`src/rtl/core/ahts_pkg.sv`:
```
`timescale 1ns / 1ps

package ahts_pkg;

  // Window geometry
  localparam int unsigned WINDOW_LEN  = 10;
  localparam int unsigned SAMPLE_BITS = 10;

  localparam int unsigned POS_W  = $clog2(WINDOW_LEN);
  localparam int unsigned SUM_W  = $clog2(WINDOW_LEN * ((1 << SAMPLE_BITS) - 1) + 1);
  localparam int unsigned AVG_W  = 9;
  localparam int unsigned AVG_MULT  = 25;
  localparam int unsigned AVG_SHIFT = 9;
  localparam int unsigned PROD_W = (SUM_W + 5 > AVG_SHIFT + AVG_W) ? SUM_W + 5
                                                                  : AVG_SHIFT + AVG_W;

  // Field widths
  localparam int unsigned SP_W    = 7;
  localparam int unsigned BAND_W  = 5;
  localparam int unsigned STEP_W  = 4;
  localparam int unsigned SECS_W  = 4;

  // Configuration port
  localparam int unsigned APB_ADDR_W = 5;
  localparam int unsigned APB_DATA_W = 32;

  localparam logic [2:0] REG_BAND     = 3'd0;
  localparam logic [2:0] REG_STEP     = 3'd1;
  localparam logic [2:0] REG_SP_MIN   = 3'd2;
  localparam logic [2:0] REG_SP_MAX   = 3'd3;
  localparam logic [2:0] REG_TIMEOUT  = 3'd4;
  localparam logic [2:0] REG_RESUME   = 3'd5;
  localparam logic [2:0] REG_INIT_SP  = 3'd6;

  localparam logic [BAND_W-1:0] RST_BAND    = 5'd5;
  localparam logic [STEP_W-1:0] RST_STEP    = 4'd5;
  localparam logic [SP_W-1:0]   RST_SP_MIN  = 7'd35;
  localparam logic [SP_W-1:0]   RST_SP_MAX  = 7'd65;
  localparam logic [SECS_W-1:0] RST_TIMEOUT = 4'd5;
  localparam logic [SECS_W-1:0] RST_RESUME  = 4'd4;
  localparam logic [SP_W-1:0]   RST_INIT_SP = 7'd60;

  localparam logic [SECS_W-1:0] SECS_MAX = 4'hF;

  // Request action codes
  localparam logic [2:0] ACT_SAMPLE = 3'd0;
  localparam logic [2:0] ACT_KEY    = 3'd1;
  localparam logic [2:0] ACT_SECOND = 3'd2;
  localparam logic [2:0] ACT_BLINK  = 3'd3;
  localparam logic [2:0] ACT_POWER  = 3'd4;

  // Key codes
  localparam logic [1:0] KEY_UP   = 2'd1;
  localparam logic [1:0] KEY_DOWN = 2'd2;

  typedef enum logic [1:0] {
    MODE_OFF  = 2'd0,
    MODE_HEAT = 2'd1,
    MODE_COOL = 2'd2
  } ahts_mode_e;

  typedef struct packed {
    logic [2:0]             action;
    logic [SAMPLE_BITS-1:0] adc_sample;
    logic [1:0]             key;
  } ahts_in_t;

  typedef struct packed {
    logic             heater_on;
    logic             fan_on;
    logic             led_on;
    logic [1:0]       heat_cool_mode;
    logic             setting_active;
    logic [SP_W-1:0]  setpoint;
    logic [AVG_W-1:0] avg_temperature;
    logic             warming_up;
    logic             store_request;
  } ahts_out_t;

  typedef struct packed {
    logic [BAND_W-1:0] band;
    logic [STEP_W-1:0] step;
    logic [SP_W-1:0]   sp_min;
    logic [SP_W-1:0]   sp_max;
    logic [SECS_W-1:0] timeout;
    logic [SECS_W-1:0] resume;
    logic [SP_W-1:0]   init_sp;
  } ahts_cfg_t;

  // Window state after the current request
  typedef struct packed {
    logic             warmup;
    logic [AVG_W-1:0] avg;
  } ahts_win_t;

endpackage

```
`src/rtl/core/ahts_cell.sv`:
```
`timescale 1ns / 1ps

module ahts_cell import ahts_pkg::*; (
  input  logic                   clk_i,
  input  logic                   shift_i,
  input  logic [SAMPLE_BITS-1:0] d_i,
  output logic [SAMPLE_BITS-1:0] q_o
);

  logic [SAMPLE_BITS-1:0] sample_q;

  // Take the neighbor's sample on a shift, hold otherwise
  always_ff @(posedge clk_i) begin
    if (shift_i) begin
      sample_q <= d_i;
    end
  end

  assign q_o = sample_q;

endmodule

```
`src/rtl/core/ahts_window.sv`:
```
`timescale 1ns / 1ps

module ahts_window import ahts_pkg::*; (
  input  logic                   clk_i,
  input  logic                   rst_ni,
  input  logic                   take_i,
  input  logic                   clear_i,
  input  logic [SAMPLE_BITS-1:0] sample_i,
  output ahts_win_t              nxt_o
);

  logic [SAMPLE_BITS-1:0] tap [WINDOW_LEN+1];
  logic [POS_W-1:0]       pos_q, pos_d;
  logic [SUM_W-1:0]       sum_q, sum_d;
  logic                   warmup_q, warmup_d;
  logic [PROD_W-1:0]      prod;

  assign tap[0] = sample_i;

  for (genvar i = 0; i < WINDOW_LEN; i++) begin : g_cell
    ahts_cell u_cell (
      .clk_i   (clk_i),
      .shift_i (take_i),
      .d_i     (tap[i]),
      .q_o     (tap[i+1])
    );
  end

  always_comb begin
    pos_d    = pos_q;
    sum_d    = sum_q;
    warmup_d = warmup_q;
    if (clear_i) begin
      pos_d    = '0;
      sum_d    = '0;
      warmup_d = 1'b1;
    end else if (take_i) begin
      // Drop the oldest sample only once the window is full
      sum_d = sum_q - (warmup_q ? '0 : SUM_W'(tap[WINDOW_LEN])) + SUM_W'(sample_i);
      if (pos_q == POS_W'(WINDOW_LEN - 1)) begin
        pos_d    = '0;
        warmup_d = 1'b0;
      end else begin
        pos_d = pos_q + POS_W'(1);
      end
    end
  end

  assign prod = PROD_W'(sum_d) * PROD_W'(AVG_MULT);

  assign nxt_o.warmup = warmup_d;
  assign nxt_o.avg    = prod[AVG_SHIFT +: AVG_W];

  always_ff @(posedge clk_i or negedge rst_ni) begin
    if (!rst_ni) begin
      pos_q    <= '0;
      sum_q    <= '0;
      warmup_q <= 1'b1;
    end else begin
      pos_q    <= pos_d;
      sum_q    <= sum_d;
      warmup_q <= warmup_d;
    end
  end

  // A power off leaves an empty window behind
  assert property (@(posedge clk_i) disable iff (!rst_ni)
    clear_i |=> (warmup_q && sum_q == '0 && pos_q == '0))
    else $error("window not emptied after clear");

  // While filling, the sum never exceeds what the filled cells can hold
  assert property (@(posedge clk_i) disable iff (!rst_ni)
    warmup_q |-> (sum_q <= SUM_W'(pos_q) * SUM_W'((1 << SAMPLE_BITS) - 1)))
    else $error("window sum too large for fill count");

endmodule

```
`src/rtl/core/ahts_apb_regs.sv`:
```
`timescale 1ns / 1ps

module ahts_apb_regs import ahts_pkg::*; (
  input  logic                  clk_i,
  input  logic                  rst_ni,
  input  logic                  psel,
  input  logic                  penable,
  input  logic                  pwrite,
  input  logic [APB_ADDR_W-1:0] paddr,
  input  logic [APB_DATA_W-1:0] pwdata,
  output logic [APB_DATA_W-1:0] prdata,
  output logic                  pready,
  output ahts_cfg_t             cfg_o
);

  ahts_cfg_t  cfg_q;
  logic       wr_en;
  logic [2:0] idx;

  assign pready = 1'b1;
  assign wr_en  = psel && penable && pwrite;
  assign idx    = paddr[4:2];

  always_ff @(posedge clk_i or negedge rst_ni) begin
    if (!rst_ni) begin
      cfg_q.band    <= RST_BAND;
      cfg_q.step    <= RST_STEP;
      cfg_q.sp_min  <= RST_SP_MIN;
      cfg_q.sp_max  <= RST_SP_MAX;
      cfg_q.timeout <= RST_TIMEOUT;
      cfg_q.resume  <= RST_RESUME;
      cfg_q.init_sp <= RST_INIT_SP;
    end else if (wr_en) begin
      unique case (idx)
        REG_BAND:    cfg_q.band    <= pwdata[BAND_W-1:0];
        REG_STEP:    cfg_q.step    <= pwdata[STEP_W-1:0];
        REG_SP_MIN:  cfg_q.sp_min  <= pwdata[SP_W-1:0];
        REG_SP_MAX:  cfg_q.sp_max  <= pwdata[SP_W-1:0];
        REG_TIMEOUT: cfg_q.timeout <= pwdata[SECS_W-1:0];
        REG_RESUME:  cfg_q.resume  <= pwdata[SECS_W-1:0];
        REG_INIT_SP: cfg_q.init_sp <= pwdata[SP_W-1:0];
        default: ;
      endcase
    end
  end

  always_comb begin
    unique case (idx)
      REG_BAND:    prdata = APB_DATA_W'(cfg_q.band);
      REG_STEP:    prdata = APB_DATA_W'(cfg_q.step);
      REG_SP_MIN:  prdata = APB_DATA_W'(cfg_q.sp_min);
      REG_SP_MAX:  prdata = APB_DATA_W'(cfg_q.sp_max);
      REG_TIMEOUT: prdata = APB_DATA_W'(cfg_q.timeout);
      REG_RESUME:  prdata = APB_DATA_W'(cfg_q.resume);
      REG_INIT_SP: prdata = APB_DATA_W'(cfg_q.init_sp);
      default:     prdata = '0;
    endcase
  end

  assign cfg_o = cfg_q;

endmodule

```
`src/rtl/core/averaged_hysteresis_thermostat_core.sv`:
```
`timescale 1ns / 1ps
// An accepted result goes to the output register, or to the skid entry if that is busy.
// Throughput: one request per cycle while the skid entry is empty, set by the update of
// the sample chain and running sum; two output entries (register plus skid) absorb stalls.
// Reset: rst_ni is asynchronous, active low; it empties the window, clears all drive
// and mode state, loads the setpoint with 60 and the registers with their defaults.

module averaged_hysteresis_thermostat_core import ahts_pkg::*; (
  input  logic                  clk_i,
  input  logic                  rst_ni,
  // Request channel
  input  logic                  in_valid_i,
  output logic                  in_stall_o,
  input  ahts_in_t              in_req_i,
  // Result channel
  output logic                  out_valid_o,
  input  logic                  out_stall_i,
  output ahts_out_t             out_rsp_o,
  // Configuration port
  input  logic                  psel,
  input  logic                  penable,
  input  logic                  pwrite,
  input  logic [APB_ADDR_W-1:0] paddr,
  input  logic [APB_DATA_W-1:0] pwdata,
  output logic [APB_DATA_W-1:0] prdata,
  output logic                  pready
);

  ahts_cfg_t cfg;
  ahts_win_t win;

  // Control state
  logic              setting_q, setting_d;
  logic [SECS_W-1:0] secs_q, secs_d;
  logic [SP_W-1:0]   setpoint_q, setpoint_d;
  ahts_mode_e        mode_q, mode_d;
  logic              heater_q, heater_d;
  logic              fan_q, fan_d;
  logic              led_q, led_d;

  // Output stage
  logic      out_valid_q, out_valid_d;
  logic      skid_valid_q, skid_valid_d;
  ahts_out_t out_q, out_d;
  ahts_out_t skid_q, skid_d;
  ahts_out_t rsp;

  logic              accept;
  logic              out_take;
  logic              take;
  logic              clear;
  logic              store;
  logic              blink;
  logic              run;
  logic signed [8:0] sp_step;
  logic [SECS_W-1:0] secs_inc;
  logic signed [10:0] avg_s, hi_s, lo_s;

  ahts_apb_regs u_regs (
    .clk_i   (clk_i),
    .rst_ni  (rst_ni),
    .psel    (psel),
    .penable (penable),
    .pwrite  (pwrite),
    .paddr   (paddr),
    .pwdata  (pwdata),
    .prdata  (prdata),
    .pready  (pready),
    .cfg_o   (cfg)
  );

  // The skid entry being full is the only reason to stall the request side
  assign in_stall_o = skid_valid_q;
  assign accept     = in_valid_i && !in_stall_o;
  assign out_take   = out_valid_q && !out_stall_i;

  // A sample enters the window unless setting mode is still masking samples
  assign take  = accept && (in_req_i.action == ACT_SAMPLE) &&
                 !(setting_q && (secs_q < cfg.resume));
  assign clear = accept && (in_req_i.action == ACT_POWER);

  ahts_window u_window (
    .clk_i    (clk_i),
    .rst_ni   (rst_ni),
    .take_i   (take),
    .clear_i  (clear),
    .sample_i (in_req_i.adc_sample),
    .nxt_o    (win)
  );

  assign secs_inc = (secs_q == SECS_MAX) ? secs_q : secs_q + SECS_W'(1);

  // Request handling, then the bang-bang controller on the updated state
  always_comb begin
    setting_d  = setting_q;
    secs_d     = secs_q;
    setpoint_d = setpoint_q;
    mode_d     = mode_q;
    heater_d   = heater_q;
    fan_d      = fan_q;
    led_d      = led_q;
    store      = 1'b0;
    blink      = 1'b0;
    run        = 1'b0;
    sp_step    = $signed({2'b00, setpoint_q});
    avg_s      = '0;
    hi_s       = '0;
    lo_s       = '0;

    if (accept) begin
      unique case (in_req_i.action)
        ACT_SAMPLE: begin
          run = 1'b1;
        end
        ACT_KEY: begin
          run = 1'b1;
          if (!setting_q) begin
            // First key only wakes up setting mode
            setting_d = 1'b1;
          end else begin
            if (in_req_i.key == KEY_UP) begin
              sp_step = $signed({2'b00, setpoint_q}) + $signed({5'b00000, cfg.step});
            end else if (in_req_i.key == KEY_DOWN) begin
              sp_step = $signed({2'b00, setpoint_q}) - $signed({5'b00000, cfg.step});
            end
            // Clamp to max first, then min, so min wins when the limits cross
            if (sp_step >= $signed({2'b00, cfg.sp_max})) begin
              sp_step = $signed({2'b00, cfg.sp_max});
            end
            if (sp_step <= $signed({2'b00, cfg.sp_min})) begin
              sp_step = $signed({2'b00, cfg.sp_min});
            end
            setpoint_d = sp_step[SP_W-1:0];
            secs_d     = '0;
          end
        end
        ACT_SECOND: begin
          run = 1'b1;
          if (setting_q) begin
            secs_d = secs_inc;
            if (secs_inc > cfg.timeout) begin
              setting_d = 1'b0;
              secs_d    = '0;
              store     = 1'b1;
            end
          end
        end
        ACT_BLINK: begin
          run   = 1'b1;
          blink = 1'b1;
        end
        ACT_POWER: begin
          setting_d = 1'b0;
          secs_d    = '0;
          mode_d    = MODE_OFF;
          heater_d  = 1'b0;
          fan_d     = 1'b0;
          led_d     = 1'b0;
        end
        default: ;
      endcase
    end

    if (run) begin
      avg_s = $signed({2'b00, win.avg});
      hi_s  = $signed({4'b0000, setpoint_d}) + $signed({6'b000000, cfg.band});
      lo_s  = $signed({4'b0000, setpoint_d}) - $signed({6'b000000, cfg.band});
      if (!win.warmup && !setting_d) begin
        if (avg_s >= hi_s) begin
          fan_d    = 1'b1;
          heater_d = 1'b0;
          mode_d   = MODE_COOL;
        end
        // Heating is checked last so it wins on a zero band
        if (avg_s <= lo_s) begin
          heater_d = 1'b1;
          fan_d    = 1'b0;
          mode_d   = MODE_HEAT;
        end
      end else if (!win.warmup) begin
        heater_d = 1'b0;
        fan_d    = 1'b0;
        mode_d   = MODE_OFF;
      end
      // LED: dark when idle, lit when cooling, blinking when heating
      if (win.warmup) begin
        led_d = 1'b0;
      end else begin
        unique case (mode_d)
          MODE_OFF:  led_d = 1'b0;
          MODE_HEAT: led_d = blink ? !led_q : led_q;
          MODE_COOL: led_d = 1'b1;
          default:   led_d = led_q;
        endcase
      end
    end
  end

  always_comb begin
    rsp.heater_on       = heater_d;
    rsp.fan_on          = fan_d;
    rsp.led_on          = led_d;
    rsp.heat_cool_mode  = mode_d;
    rsp.setting_active  = setting_d;
    rsp.setpoint        = setpoint_d;
    rsp.avg_temperature = win.avg;
    rsp.warming_up      = win.warmup;
    rsp.store_request   = store;
  end

  // Output register with skid entry: advance the skid when the output drains
  always_comb begin
    out_valid_d  = out_valid_q;
    skid_valid_d = skid_valid_q;
    out_d        = out_q;
    skid_d       = skid_q;
    if (out_take) begin
      if (skid_valid_q) begin
        out_d        = skid_q;
        skid_valid_d = 1'b0;
      end else if (accept) begin
        out_d = rsp;
      end else begin
        out_valid_d = 1'b0;
      end
    end else if (accept) begin
      if (!out_valid_q) begin
        out_d       = rsp;
        out_valid_d = 1'b1;
      end else begin
        skid_d       = rsp;
        skid_valid_d = 1'b1;
      end
    end
  end

  always_ff @(posedge clk_i or negedge rst_ni) begin
    if (!rst_ni) begin
      setting_q    <= 1'b0;
      secs_q       <= '0;
      setpoint_q   <= RST_INIT_SP;
      mode_q       <= MODE_OFF;
      heater_q     <= 1'b0;
      fan_q        <= 1'b0;
      led_q        <= 1'b0;
      out_valid_q  <= 1'b0;
      skid_valid_q <= 1'b0;
    end else begin
      setting_q    <= setting_d;
      secs_q       <= secs_d;
      setpoint_q   <= setpoint_d;
      mode_q       <= mode_d;
      heater_q     <= heater_d;
      fan_q        <= fan_d;
      led_q        <= led_d;
      out_valid_q  <= out_valid_d;
      skid_valid_q <= skid_valid_d;
    end
  end

  always_ff @(posedge clk_i) begin
    out_q  <= out_d;
    skid_q <= skid_d;
  end

  assign out_valid_o = out_valid_q;
  assign out_rsp_o   = out_q;

  // Skid entry only fills behind a waiting result
  assert property (@(posedge clk_i) disable iff (!rst_ni)
    skid_valid_q |-> out_valid_q)
    else $error("skid entry full with empty output register");

  // Heater and fan are never driven together
  assert property (@(posedge clk_i) disable iff (!rst_ni)
    out_valid_o |-> !(out_rsp_o.heater_on && out_rsp_o.fan_on))
    else $error("heater and fan both on");

  // A store request marks the end of setting mode
  assert property (@(posedge clk_i) disable iff (!rst_ni)
    out_valid_o && out_rsp_o.store_request |-> !out_rsp_o.setting_active)
    else $error("store request while still in setting mode");

  // LED stays dark while the drive is off
  assert property (@(posedge clk_i) disable iff (!rst_ni)
    (out_valid_o && out_rsp_o.heat_cool_mode == MODE_OFF) |-> !out_rsp_o.led_on)
    else $error("LED lit with drive off");

endmodule

```
`config.mk`:
```
export PLATFORM = sky130hd
export DESIGN_NAME = averaged_hysteresis_thermostat_core
export DESIGN_NICKNAME = d
export VERILOG_FILES = /design/src/rtl/core/ahts_pkg.sv /design/src/rtl/core/ahts_cell.sv /design/src/rtl/core/ahts_window.sv /design/src/rtl/core/ahts_apb_regs.sv /design/src/rtl/core/averaged_hysteresis_thermostat_core.sv
export SDC_FILE = /design/constraint.sdc
export NUM_CORES = 1
export LEC_CHECK = 0
export BUFFER_PORTS_ARGS = -buffer_cell sky130_fd_sc_hd__buf_2
export CORE_MARGIN = 4
export CORE_UTILIZATION = 33
export CTS_BUF_LIST = sky130_fd_sc_hd__clkbuf_4 sky130_fd_sc_hd__clkbuf_8
export CTS_CLUSTER_DIAMETER = 200
export CTS_CLUSTER_SIZE = 30
export DETAILED_ROUTE_END_ITERATION = 7
export PLACE_DENSITY = 0.45
export SETUP_SLACK_MARGIN = 0.02
export SLEW_MARGIN = 20
export SYNTH_ARGS = -nofsm -noshare
export SYNTH_HDL_FRONTEND = slang
export SYNTH_SLANG_ARGS = --single-unit
```
`constraint.sdc`:
```
create_clock -name clk_i -period 11.6 [get_ports clk_i]
set_clock_uncertainty 0.05 [all_clocks]
set_input_delay 2.32 -clock clk_i [delete_from_list [all_inputs] [get_ports clk_i]]
set_output_delay 2.32 -clock clk_i [all_outputs]
set_load 0.01 [all_outputs]
```
Word-level counts from Yosys, hierarchy flattened --
Cells that the tools add are included.
Cells by class: shift-type cells 0, bitwise operators 1, magnitude comparators 6, muxes and demuxes 79, reductions and logical operators 36, add/subtract/negate cells 8, eq/ne operators 21, div/mod/pow operators 0, $mul 1
Operators with widths (count):
- 24-bit two-way mux | 5
- 9-bit two-way mux | 9
- 7-bit case mux with 7 select lines | 1
- 1-bit two-way mux | 39
- 14-bit two-way mux | 2
- 4-bit two-way mux | 7
- 7-bit two-way mux | 4
- 9-bit by 8-bit greater-or-equal comparator with 1-bit output | 2
- 14-bit by 5-bit multiplier with 18-bit output, second input constant | 1
- 2-bit two-way mux | 8
- 2-bit AND reduction | 8
- 14-bit by 10-bit adder with 14-bit output | 1
- 14-bit subtractor | 1
- 3-bit by 2-bit equality test with 1-bit output, second input constant | 4
- 3-bit equality test, second input constant | 4
- 4-bit case mux with 3 select lines | 1
- 10-bit by 8-bit less-or-equal comparator with 1-bit output | 1
- 10-bit two-way mux | 1
- 9-bit by 8-bit less-or-equal comparator with 1-bit output | 1
- 1-bit logical AND | 9
- 3-bit AND reduction | 3
- 4-bit by 1-bit adder with 4-bit output, second input constant | 2
- 7-bit by 4-bit adder with 8-bit output | 1
- 7-bit by 5-bit adder with 8-bit output | 1
- 19 further kinds | 36
Word-level totals: latch bits 0, bits in read-only memories 0, word-level logic and storage cells 199, bits of input ports 59, memory bits (writable) 0, output and inout port bits 59, register bits after elaboration 224, memories 0

Logic depth before layout (Yosys ltp) --
Gate-level depths: netlist of the first run.
word-level depth 29, mapped depth 45, mapped depth without buffers 43

Cells and area by module --
From an unflattened synthesis of the first run, not the netlist that was laid out.
Second synthesis, totals: cell total of the unflattened synthesis 1114, area, all modules 12963.7 µm²
By module, submodules not included:
- averaged_hysteresis_thermostat_core | instances 1, seq. area each 1921.8 µm², cells an instance 492, area each 4788.3 µm²
- ahts_window | instances 1, seq. area each 476.7 µm², cells an instance 354, area each 3098.0 µm²
- ahts_cell | instances 10, seq. area each 300.3 µm², cells an instance 10, area each 300.3 µm²
- ahts_apb_regs | instances 1, seq. area each 970.9 µm², cells an instance 168, area each 2074.5 µm²

Worst setup path after synthesis of the first run --
No wires, ideal clock.
path kind input to register, from input in_req_i[13] (netlist bit), to register out_q (netlist bit out_rsp_o[19]) (data pin), arrival time 10.931 ns, library setup time 0.260 ns, path slack 0.359 ns, cell stages on the path 34, path buffers 2, data required time 11.290 ns, cell sequence buf_2 -> or4b_4 -> nor2_4 -> nand3_4 -> inv_2 -> clkbuf_1 -> nand2_1 -> and2_1 -> inv_1 -> ha_1 -> ha_1 -> inv_1 -> fa_1 -> inv_1 -> ha_1 -> nand4_1 -> nor3_1 -> o31a_1 -> a21oi_2 -> a21boi_0 -> o21a_1 -> o21a_1 -> nor2_1 -> xnor2_1 -> ha_1 -> nand4_1 -> o211ai_1 -> a21oi_1 -> nor2_1 -> and4_1 -> a22o_1 -> nand3_1 -> nand2_1 -> mux2_2
RTL lines:
- start, declared | line averaged_hysteresis_thermostat_core.sv:14 | input ahts_in_t in_req_i,
- end signal, assigned | line averaged_hysteresis_thermostat_core.sv:262 | out_q <= out_d;
- end, declared | line averaged_hysteresis_thermostat_core.sv:44 | ahts_out_t out_q, out_d;

==> results of run 1 <==
[per-stage QoR]
stage               total power [mW]  cell area, um^2  util [%]  setup WS [ns]
finish                          2.81            13800      36.4           1.60
global route                    3.09            13800      36.4          0.889
CTS                             2.87            13800      36.4           1.58
detailed placement              2.48            13600      35.9           1.02
global placement                2.47            13600      35.9           1.13
floorplan                       2.11            12900         -          0.359
[power by group through the flow]
| stage | Sequential [mW] | Combinational [mW] | Clock [mW] |
|---|---|---|---|
| 6_report | 1.10 | 1.35 | 0.364 |
| 5_1_grt | 1.11 | 1.56 | 0.418 |
| 4_1_cts | 1.10 | 1.37 | 0.393 |
| 3_5_place_dp | 1.12 | 1.36 | 0 |
| 3_3_place_gp | 1.12 | 1.35 | 0 |
| 2_1_floorplan | 1.09 | 1.02 | 0 |
[worst paths after layout]
kind	startpoint	endpoint	slack [ns]
setup reg to reg	u_regs.cfg_o[31]	skid_q[21]	2.37
hold / removal	u_window.g_cell[3].u_cell.q_o[3]	u_window.g_cell[4].u_cell.q_o[3]	0.37
hold reg to reg	u_window.g_cell[3].u_cell.q_o[3]	u_window.g_cell[4].u_cell.q_o[3]	0.37
max in group asynchronous	rst_ni	u_window.pos_q[2]	8.83
min in group asynchronous	rst_ni	u_regs.cfg_o[6]	1.49
setup / recovery	in_req_i[4]	skid_q[21]	1.60
[final cells by class]
type,count,area (um^2),share of cell area [%]
clock inverter,1,16.3,0.118
multi-input combinational,737,5720,41.3
timing repair buffer,71,375,2.71
inverter,140,528,3.81
sequential,224,6370,46.0
clock buffer,16,189,1.36
tap,511,639,4.62
[cell usage after synthesis (26+ instances only)]
master	number	area, um^2
nand3_1	29	145
edfxtp_1	148	4440
o21ai_0	46	230
mux2_2	44	495
a21oi_1	53	265
nand2_1	58	218
buf_4	26	195
nor2b_1	27	169
ha_1	116	1450
dfrtp_1	55	1380
inv_1	139	522
nor2_1	80	300
[sequential cells by signal, summed over array words and instances (netlist names), 4 cells and up]
register / cells
u_window.sum_q: 14
skid_q: 24
u_window.g_cell.u_cell.q_o: 100
secs_q: 4
u_regs.cfg_o: 38
setpoint_q: 7
u_window.pos_q: 4
out_rsp_o: 24
[kinds of logic after synthesis]
family          Yosys count  share of synthesized area, %
flops                   224                          49.7
xor+xnor                 28                          1.91
mux                      61                          5.65
fa+ha+maj               138                          14.8
compound gates          208                          10.5
buf+inv                 192                          6.46
other cells               2                        0.0586
simple gates            276                          10.9
[worst register-to-register path, delay by kind of cell (launching register included)]
| kind | cells | cell delay, ns |
|---|---|---|
| compound gates | 20 | 4.55 |
| xor+xnor | 1 | 0.12 |
| fa+ha+maj | 5 | 1.79 |
| buf+inv | 1 | 0.08 |
| flops | 1 | 0.62 |
| mux | 1 | 0.40 |
| simple gates | 7 | 1.33 |
[layer usage]
metal / GRT usage, % / wire length, um
met2: 19.9 / 11900
met4: 1.89 / 280
met5: 0 / 0
met3: 1.77 / 1000
met1: 20.6 / 14300
==> summary.txt, run 1 <==
Status: completed
Pin count of the biggest net entering global routing: 68
DIE AREA: 42100 um^2
FFs w/ async S/R, synth: 33.9%
Vias: 8082
Sequential element share of the synthesized area: 49.7%
Count of flip-flops with a built-in enable after synthesis: 148
Global-route wire length before repair: 44.4 mm
GRT overflow: 0
Minimum clock period: 10.00 ns
Slew margin rel.: 38.5%
Yosys Warn Count: 0
Pre-Repair DR Iteration Count: 5
Later-pin clock latency in the skew report: 0.56 ns
Setup TNS: 0 ns
H-tree level count: 1
Post-Layout Cell Count: 1700
Switching Share: 40.1%
Fin nets: 1382
P per Cell Area: 203 nW/um^2
Critical path's slowest cell: fa_1
Critical path peak fanout: 4
IO Pins: 118
Synth-to-layout area growth: 7.97%
Max Buffers Root-to-Sink: 3
Fillers: 3872
Die Y: 205 um
Final slew viol count: 0
Cell Area, Synth: 12800 um^2
Most frequent cells in the layout: 148 x edfxtp_1, 139 x inv_1, 116 x ha_1
Vias in the first global route: 8009
Data required, critical path: 11.82 ns
Leak: 6.01 nW
Max rail drop VDD: 0.0758 mV
TritonCTS clock tree: yes
Clock Power Share: 13.0%
Crit path DAT: 10.22 ns
Clock Sinks: 224
Logic pwr share: 48.1%
Layout cells sized above 1: 15.3%
Final WL: 27.4 mm
# Post-CTS Setup Buffers: 0
Int Pwr: 1.68 mW
Least-Margin Pin Slew: 0.923 ns
Crit. End Element: flip-flop
Worst path depth: 40
Crit-path max cell delay: 0.54 ns
Fmax achieved: 100 MHz
Tcrit/Tclk final: 86.2%
Die Width: 205 um
Post-CTS Resized: 0
Starting Density: 33.7%
Port bufs: 64
Row count: 71
Residual DRC: 0
Total Routing Usage GR: 13.2%
Worst hold margin: 0.370 ns
CP delay by family, top: compound AO/OA/AOI/OAI gates
Clk slew on worst S/H paths: 0.19 ns
Main flop type after synthesis: edfxtp_1
Unrepaired setup endpoints after global routing: false
Final Hold Viols: 0
Max-Cap Viols: 0
Sequential Power Share: 39.0%
Critical setup path kind: in -> reg
Switching Power: 1.13 mW
Via/cell ratio: 4.75
Post-synthesis area per instance: 11.4 um^2
Antenna-violating nets left: 0
Critical path startpoint category: input port
Routability cong.: 0.785
Hold WC Path Type: reg -> reg
Worst path bufs/invs: 6
Worst hold stages: 0
CTS root buf: clkbuf_8
Hold-fix buffers, CTS: 0
Dpl hpwl: 20.1 mm
Placed instance count: 1683
Commonest non-fill, non-tap cell in the layout: edfxtp_1
Final setup fails: 0
Detailed-route wire length per cell: 16.1 um
Reg2reg path depth: 35
CTS Buf Count: 11
Synth cell types: 82
Iter 0 DRT Violations: 410
Initial antenna violation count: 0
Post-Syn Instances: 1129
ANT cells: 0
Core box area: 38000 um^2
#FFs+latches synth: 224
No activity file was read; power rests on OpenSTA's default activity.
==> run 2, diff against run 1 <==
- CORE_MARGIN: 4 -> default
- CORE_UTILIZATION: 33 -> 58
- PLACE_DENSITY: 0.45 -> 0.74
==> summary.txt, run 2 (synthesized netlist as in run 1, its figures left out) <==
Pre-Repair DR Iteration Count: 5
Max Buffers Root-to-Sink: 3
Clock Sinks: 224
Max-Cap Viols: 0
# Post-CTS Setup Buffers: 0
Critical setup path kind: in -> reg
Final slew viol count: 0
Synth-to-layout area growth: 5.66%
Vias: 8220
DIE AREA: 22700 um^2
Port bufs: 64
Core Util, Final: 62.3%
Unrepaired setup endpoints after global routing: false
TritonCTS clock tree: yes
Setup TNS: 0 ns
Post-Layout Cell Count: 1468
Row count: 54
Placed inst area: 13300 um^2
Max rail drop VDD: 0.101 mV
Residual DRC: 0
P per Cell Area: 204 nW/um^2
Least-Margin Pin Slew: 0.877 ns
Post-CTS Resized: 0
Crit-path max cell delay: 0.53 ns
Global-route wire length before repair: 38.5 mm
Fillers: 1744
Clk slew on worst S/H paths: 0.18 ns
Starting Density: 58.9%
Minimum clock period: 9.88 ns
ANT cells: 0
Worst hold margin: 0.341 ns
Later-pin clock latency in the skew report: 0.52 ns
Initial antenna violation count: 2
Most frequent cells in the layout: 148 x edfxtp_1, 139 x inv_1, 116 x ha_1
Core box area: 21800 um^2
Critical path's slowest cell: fa_1
Die Y: 151 um
Final setup fails: 0
CTS root buf: clkbuf_8
Max reg flops: 100
Final WL: 23.9 mm
Leak: 6.00 nW
Fmax achieved: 101 MHz
Data required, critical path: 11.85 ns
Crit path launch: in_req_i[4]
Status: completed
Slew margin rel.: 40.0%
Final Hold Viols: 0
H-tree level count: 1
Via/cell ratio: 5.60
Die Width: 151 um
Fin nets: 1381
Layout cells sized above 1: 15.2%
Antenna-violating nets left: 0
Detailed-route wire length per cell: 16.3 um
Commonest non-fill, non-tap cell in the layout: edfxtp_1
R2R Path Start: u_regs.cfg_o[31]
Hold WC Path Type: reg -> reg
Crit. End Element: flip-flop
IO Pins: 118
Iter 0 DRT Violations: 430
Multi-input gate area: 5720 um^2
Routability cong.: 0.886
Tcrit/Tclk final: 85.1%
Reg area: 6370 um^2
Vias in the first global route: 7782
Hold Startpoint: u_window.g_cell[3].u_cell.q_o[0]
Fin area: 13500 um^2
Critical path startpoint category: input port
Total Routing Usage GR: 21.8%
CTS Buf Count: 11
Critical path peak fanout: 4
GRT overflow: 0
Hold-fix buffers, CTS: 0
Crit path DAT: 10.13 ns
Dpl hpwl: 17.8 mm
Placed instance count: 1451
Pin count of the biggest net entering global routing: 72
-- run 2: cell types whose count changed in the layout (fill, tap and decap cells not counted), sizes merged --
cell,before,now
buf,71,70
-- run 2: layer usage --
metal,up-vias,part of all wire (%),wire [um],global-route usage [%]
met1,4019,49,11800,31.6
met4,2,1.8,442,5.50
met5,-,0.033,8,0
li1,4009,-,-,-
met3,31,4.1,980,3.09
met2,159,45,10700,34.4
-- run 2: path summary, 6_finish.rpt --
| kind | endpoint | slack (ns) | cells after the start |
|---|---|---|---|
| max | out_rsp_o[19] | 1.72 | 40 |
| min reg2reg | u_window.g_cell[4].u_cell.q_o[0] | 0.34 | 0 |
| min | u_window.g_cell[4].u_cell.q_o[0] | 0.34 | 0 |
| max in group asynchronous | secs_q[2] | 8.80 | 2 |
| max reg2reg | out_rsp_o[19] | 2.67 | 35 |
| min in group asynchronous | fan_q | 1.58 | 1 |
-- run 2: final cells by class --
class,instances,area share [%]
multi-input combinational,737,42.2
clock inverter,1,0.120
inverter,140,3.90
tap,280,2.59
sequential,224,47.0
timing repair buffer,70,2.72
clock buffer,16,1.39
-- run 2: report_power, final --
group	switching (mW)	leakage [nW]	internal, mW
Clock	0.232	0.109	0.110
Combinational	0.763	3.63	0.571
Sequential	0.0873	2.26	1.01
-- run 2: through the flow --
stage	power, mW	worst slack (ns)
finish	2.77	1.72
global placement	2.39	1.34
global route	3.00	1.21
detailed placement	2.43	1.23
CTS	2.78	1.76
floorplan	2.11	0.359
-- run 2: critical path, delay by kind of cell --
kind / cells / cell delay (ns)
adders and majority gates: 7 / 2.56
AOI/OAI and AO/OA: 13 / 2.54
and+or+nand+nor: 11 / 1.45
xor gates and xnor gates: 2 / 0.53
buffers and inverters: 6 / 0.40
muxes: 1 / 0.31
